## src/rtl/wtc_pkg.sv

```systemverilog
`default_nettype none
// ----------------------------------------------------------------------------
// wtc_pkg: shared types and constants of the window threshold classifier
// Register indexes, class codes, default sizes and the control structs that
// pass between the controller and the datapath.
// ----------------------------------------------------------------------------
package wtc_pkg;

   // Default sizing
   localparam int DEF_MAX_WIDTH  = 1024;
   localparam int DEF_MAX_RADIUS = 4;

   // Configuration port
   localparam int CSR_IDX_W  = 3;
   localparam int CSR_DATA_W = 16;
   localparam int GRID_W_W   = 11;
   localparam int RADIUS_W   = 3;
   localparam int RELAX_W    = 7;
   localparam int SAMPLE_W   = 16;

   localparam logic [CSR_IDX_W-1:0] CSR_LOW_BOUND       = 3'd0;
   localparam logic [CSR_IDX_W-1:0] CSR_HIGH_BOUND      = 3'd1;
   localparam logic [CSR_IDX_W-1:0] CSR_WINDOW_RADIUS   = 3'd2;
   localparam logic [CSR_IDX_W-1:0] CSR_RELAX_COUNT     = 3'd3;
   localparam logic [CSR_IDX_W-1:0] CSR_CENTER_OVERRIDE = 3'd4;
   localparam logic [CSR_IDX_W-1:0] CSR_BAD_CODE        = 3'd5;
   localparam logic [CSR_IDX_W-1:0] CSR_MISSING_CODE    = 3'd6;
   localparam logic [CSR_IDX_W-1:0] CSR_GRID_WIDTH      = 3'd7;

   // Result classes
   localparam logic [1:0] CLASS_FALSE   = 2'd0;
   localparam logic [1:0] CLASS_RELAXED = 2'd1;
   localparam logic [1:0] CLASS_TRUE    = 2'd2;
   localparam logic [1:0] CLASS_MISSING = 2'd3;

   // Input commands
   localparam logic CMD_SAMPLE = 1'b0;
   localparam logic CMD_FLUSH  = 1'b1;

   typedef enum logic [1:0] {
      ST_IDLE,
      ST_SCAN,
      ST_WAIT,
      ST_FIN
   } state_type;

   // Controller to datapath
   typedef struct packed {
      logic restart;
      logic write_sample;
      logic set_drain;
      logic scan_start;
      logic scan_step;
      logic finish;
      logic load_rsp;
      logic last;
   } ctrl_cmd_type;

   // Datapath to controller
   typedef struct packed {
      logic draining;
      logic pend_zero;
      logic pend_one;
      logic emit_new;
      logic scan_last;
   } dp_status_type;

endpackage
`default_nettype wire

```

## src/rtl/wtc_ctrl.sv

```systemverilog
`default_nettype none
// ----------------------------------------------------------------------------
// wtc_ctrl: sequencing of one item
// Decides per transfer whether a result is due, steps the window scan and
// owns the result valid flag.
// ----------------------------------------------------------------------------
module wtc_ctrl
   import wtc_pkg::*;
(
   input  wire logic          clock,
   input  wire logic          reset,
   input  wire logic          req_valid,
   input  wire logic          req_cmd,
   input  wire logic          req_frame_end,
   output logic               req_ready,
   output logic               rsp_valid,
   input  wire logic          rsp_ready,
   input  wire dp_status_type status,
   output ctrl_cmd_type       cmd
);

   state_type state_ff, state_in;
   logic      last_ff, last_in;
   logic      rsp_valid_ff, rsp_valid_in;

   // State and flags
   always_ff @(posedge clock) begin
      if (reset) begin
         state_ff     <= ST_IDLE;
         last_ff      <= 1'b0;
         rsp_valid_ff <= 1'b0;
      end else begin
         state_ff     <= state_in;
         last_ff      <= last_in;
         rsp_valid_ff <= rsp_valid_in;
      end
   end

   // Next state and commands
   always_comb begin
      state_in  = state_ff;
      last_in   = last_ff;
      req_ready = 1'b0;
      cmd       = '0;
      cmd.last  = last_ff;
      case (state_ff)
         ST_IDLE: begin
            req_ready = 1'b1;
            if (req_valid) begin
               if (status.draining && status.pend_zero) begin
                  cmd.restart = 1'b1;
               end else if (req_cmd == CMD_SAMPLE && !status.draining) begin
                  cmd.write_sample = 1'b1;
                  cmd.set_drain    = req_frame_end &&
                                     !(status.emit_new && status.pend_zero);
                  if (status.emit_new) begin
                     cmd.scan_start = 1'b1;
                     last_in        = req_frame_end && status.pend_zero;
                     state_in       = ST_SCAN;
                  end
               end else if (status.draining) begin
                  cmd.scan_start = 1'b1;
                  last_in        = status.pend_one;
                  state_in       = ST_SCAN;
               end
            end
         end
         ST_SCAN: begin
            cmd.scan_step = 1'b1;
            if (status.scan_last) begin
               state_in = ST_WAIT;
            end
         end
         ST_WAIT: begin
            state_in = ST_FIN;
         end
         ST_FIN: begin
            if (!rsp_valid_ff || rsp_ready) begin
               cmd.load_rsp = 1'b1;
               cmd.finish   = 1'b1;
               cmd.restart  = last_ff;
               state_in     = ST_IDLE;
            end
         end
         default: begin
            state_in = ST_IDLE;
         end
      endcase
   end

   // Result valid: set on load, drop on transfer
   always_comb begin
      if (cmd.load_rsp) begin
         rsp_valid_in = 1'b1;
      end else if (rsp_ready) begin
         rsp_valid_in = 1'b0;
      end else begin
         rsp_valid_in = rsp_valid_ff;
      end
   end

   assign rsp_valid = rsp_valid_ff;

endmodule
`default_nettype wire

```

## config.mk

```make
export PLATFORM = sky130hd
export DESIGN_NAME = wtc_ctrl
export DESIGN_NICKNAME = d
export VERILOG_FILES = /design/src/rtl/wtc_pkg.sv /design/src/rtl/wtc_ctrl.sv
export SDC_FILE = /design/constraint.sdc
export NUM_CORES = 1
export LEC_CHECK = 0
export CAP_MARGIN = 30
export CORE_AREA = 2 2 39 41
export DETAILED_ROUTE_END_ITERATION = 8
export DIE_AREA = 0 0 41 43
export DONT_BUFFER_PORTS = 1
export SLEW_MARGIN = 5
export SYNTH_ARGS = -nofsm -noshare
export SYNTH_HDL_FRONTEND = slang
export SYNTH_SLANG_ARGS = --single-unit
```

## constraint.sdc

```tcl
create_clock -name clock -period 1.21 [get_ports clock]
set_input_delay 0.0605 -clock clock [delete_from_list [all_inputs] [get_ports clock]]
set_output_delay 0.0605 -clock clock [all_outputs]
set_load 0.01 [all_outputs]
```

---- Word-level counts from Yosys, hierarchy flattened ----
Index checks and enable logic that the tools add are counted.
operators by class
  equal/unequal tests ..................... 10
  muxes and demuxes ....................... 27
  bitwise operators ....................... 2
  reduce and logical (&&, ||, !) cells .... 14
operators by type and width
  cell                  count
  $mux W2               10
  $mux W1               12
  $ne A2 B2 Y1 const B  5
  $pmux W2 S4           1
  $mux W3               2
  $ne A3 B3 Y1 const B  2
  $reduce_and A6 Y1     1
  $logic_and A1 B1 Y1   5
  $reduce_and A5 Y1     1
  $eq A2 B2 Y1 const B  2
  $mux W4               1
  $reduce_bool A2 Y1    2
  $logic_not A1 Y1      3
  $eq A2 B1 Y1 const B  1
  $logic_not A2 Y1      1
  $not A1 Y1            2
  $pmux W1 S2           1
  $logic_or A1 B1 Y1    1
storage, ports and cells
  register bits after elaboration ......... 4
  input bits .............................. 11
  output and inout port bits .............. 10

---- Longest topological paths before layout ----
  depth in word-level cells ............... 7
  gate-level depth with buffers ........... 6
  gate-level depth less buffers ........... 6

---- Least setup slack after synthesis ----
OpenSTA, ideal clock, no wires.
  kind .................................... reg-to-output
  start ................................... register state_ff[0]
  end ..................................... output cmd[5] (netlist bit)
  arrival time ............................ 1.363 ns
  slack ................................... -0.214 ns
  cell stages (with the launch flop) ...... 6
  path buffers ............................ 0
  cells stage by stage .................... dfxtp_1 inv_1 ha_1 nand2_1 nor3_1 and3_1
RTL lines
  element                   RTL line        text
  start: declaration        wtc_ctrl.sv:22  state_type state_ff, state_in;
  start signal: assignment  wtc_ctrl.sv:33  state_ff <= state_in;
  end: declaration          wtc_ctrl.sv:19  output ctrl_cmd_type cmd

==> flow_summary_export.csv <==
group,metric,value,unit
route,via_count,393,
outcome,status,"finished with violations",
place,hpwl,735.8,um
logic_synthesis,synthCells,48,
logic_synthesis,ys_seq_elements,4,
place,placement.io_buffers,0,
logic_synthesis,yosys.area_share.simple,0.2788,
clocking,tritoncts,"built",
global_route,antenna_found_initial,0,
clocking,clk_pin_slew_worst_paths,40,ps
sta,finalCritPeriodShare,1.071,
place,placed_cells,71,
worst_setup_path,crit_type,"reg2out",
floorplan,die_y,43,um
power,vdd_drop_max,0.9080,mV
finish,drive_gt1_frac,0.6333,
worst_setup_path,cp_slowest_cell,"dfxtp_4",
logic_synthesis,synth_top_family_by_area,"simple AND/OR/NAND/NOR gates",
sta,fin_ws,-85.38,ps
clocking,clock-sinks,4,
sta,drv_slew,0,
floorplan,ios,21,
sta,finalWorstPathRequiredPeriod,1295,ps
finish,antennaDiodeCount,0,
worst_setup_path,r2r_slack,-50,ps
logic_synthesis,synth_mux_area_frac,0,
worst_setup_path,crit_fanout,3,
floorplan,die_area,0.001763,mm^2
logic_synthesis,netlist_area,390.4,um^2
route,routed_via_density,5.171,
global_route,grt_max_degree,10,
finish,syn2layout_area_growth,59.62,%
worst_hold_path,hold_path.class,"in2reg",
sta,skew,5.381,ps
route,routedWlPerCell,15.37,um
worst_setup_path,worst-endpoint-arrival,1230,ps
sta,slew_headroom,0.8181,
sta,fmax,772.0,MHz
global_route,track_usage,0.1444,
finish,nNetsFinal,78,
power,leakage,0.2403,nW
sta,rsz0062_at_grt,"yes",
sta,hold_viol_final,0,
global_route,grt_pass1_wl,1.676,mm
worst_setup_path,required,1150,ps
route,firstDrtPassIters,4,
logic_synthesis,synth_compound_area_frac,0.2308,
floorplan,start_util,0.2821,
floorplan,die_w,41,um
place,routabilityCongestion,0.7035,
clocking,worstSkewPairLatency,240,ps
clocking,cts-root-buf,"clkbuf_4",
worst_setup_path,crit_chain,"ha_2 -> and2_4 -> nand2_1 -> a21oi_2",
sta,tightest_slew,271.9,ps
global_route,overflow,0,
logic_synthesis,syn_nets,64,
logic_synthesis,ys_seq_area_frac,0.2051,
logic_synthesis,synthAdderAreaFrac,0.1603,
logic_synthesis,synthXorXnorAreaFrac,0,
worst_setup_path,crit_path_end_kind,"output port",
logic_synthesis,ys_warn_count,0,
run,maxCapViolations,0,
sta,finalSetupViolCount,6,
clocking,cts_inserted_buffers,3,
finish,fin_cells,76,
logic_synthesis,ys_types,24,
worst_setup_path,max_stage_delay,360,ps
route,wl,1.168,mm
route,drc,0,
route,drtIter0Drc,9,
clocking,h-tree-depth,1,
sta,tns,-275.3,ps
global_route,grt_pass1_vias,412,
logic_synthesis,avgSynthCellArea,8.133,um^2
floorplan,rows,14,
outcome,violations,"negative setup slack",
worst_setup_path,worst_setup_path_start_kind,"flop",
floorplan,coreArea,0.001384,mm^2
power,power.density,2093,mW/mm^2
clocking,clockBufferDepth,2,
route,ant_nets,0,
-- repair_timing --
| action | 4_1_cts | 5_1_grt |
|---|---|---|
| endpoints found under the setup margin | 7 | 10 |
| gates resized for setup | 12 | 9 |
| hold endpoints to repair | 4 | 0 |
| buffers inserted | 2 | 1 |
| hold buffers | 1 | 0 |
| pin swaps | 6 | 8 |
-- area by class of cell --
class                           count  area, um^2
Inverter                            4       20.02
Tap cell                           16       20.02
Sequential cell                     4       88.84
Fill cell                         132       760.7
Timing Repair Buffer               13       111.4
Multi-Input combinational cell     36       360.3
Clock buffer                        3       22.52
-- worst max-delay path: cells and delay by family (launching register included) --
family,cells,cell delay (ps)
compound gates,1,220
fa+ha+maj,1,190
flops,1,360
simple gates,2,220
-- metrics by stage --
step	instance area, um^2	hold slack (ps)	total power, mW	utilization	setup slack [ps]
2_1_floorplan	421.7	128.4	0.6151	-	-26.22
6_report	623.1	45.06	1.304	0.4503	-85.38
3_5_place_dp	490.5	132.9	0.8406	0.3544	-148.2
5_1_grt	623.1	48.28	1.380	0.4503	-143.0
3_3_place_gp	490.5	130.4	0.8384	0.3544	-136.7
4_1_cts	594.3	38.64	1.185	0.4295	-126.8
-- registers in the layout, summed over array words and instances (netlist names) --
signal	cells
state_ff	2
last_ff	1
rsp_valid	1
-- report_power, final --
part | switching [mW] | total (mW) | leakage (nW) | internal [mW]
logic | 0.430 | 0.899 | 0.192 | 0.468
clock network | 0.0606 | 0.172 | 0.0138 | 0.111
registers | 0.0482 | 0.234 | 0.0346 | 0.185
-- cells in the mapped netlist (all sizes together) --
cell type / count / share of area
and2: 2 / 0.032
nor3: 1 / 0.013
nand3b: 1 / 0.019
nand3: 2 / 0.026
and3: 1 / 0.016
nand2: 3 / 0.029
buf: 4 / 0.087
o31ai: 1 / 0.019
nor2: 5 / 0.048
or3b: 1 / 0.029
o41ai: 2 / 0.045
ha: 5 / 0.16
nand4: 1 / 0.016
inv: 4 / 0.038
o21ai: 3 / 0.038
a311oi: 1 / 0.038
a21oi: 3 / 0.067
or2b: 1 / 0.019
o2111ai: 1 / 0.022
nand2b: 2 / 0.032
dfxtp: 4 / 0.21
-- cell usage in the layout, fill, tap and decap left out, types with 2 or more instances in the layout --
cell type  netlist  routed
buf_4            3       9
nor2_1           5       5
clkbuf_4         0       3
buf_6            1       3
o41ai_2          0       2
ha_2             0       3
inv_1            4       2
inv_4            0       2
nand2_1          3       2
dfxtp_4          0       2
-- worst paths after layout --
path	end	cells after the start	from
setup / recovery	cmd[7]	4	state_ff[1]
hold reg to reg	last_ff	2	last_ff
hold / removal	last_ff	2	status[3]
setup reg to reg	state_ff[0]	6	state_ff[1]
-- cell families (layout without fill, tap and decap cells) --
group,after synthesis,in the layout
compound gates,11,11
flops,4,4
simple gates,20,20
buf+inv,8,20
fa+ha+maj,5,5
-- metal layers --
| metal | vias up | part of all wire | GRT usage |
|---|---|---|---|
| li1 | 193 | - | - |
| met2 | 13 | 0.59 | 0.2594 |
| met1 | 185 | 0.33 | 0.1314 |
| met5 | - | 0 | 0 |
| met4 | 0 | 0.012 | 0.08000 |
| met3 | 2 | 0.061 | 0.04188 |
No activity file was read; power rests on OpenSTA's default activity.
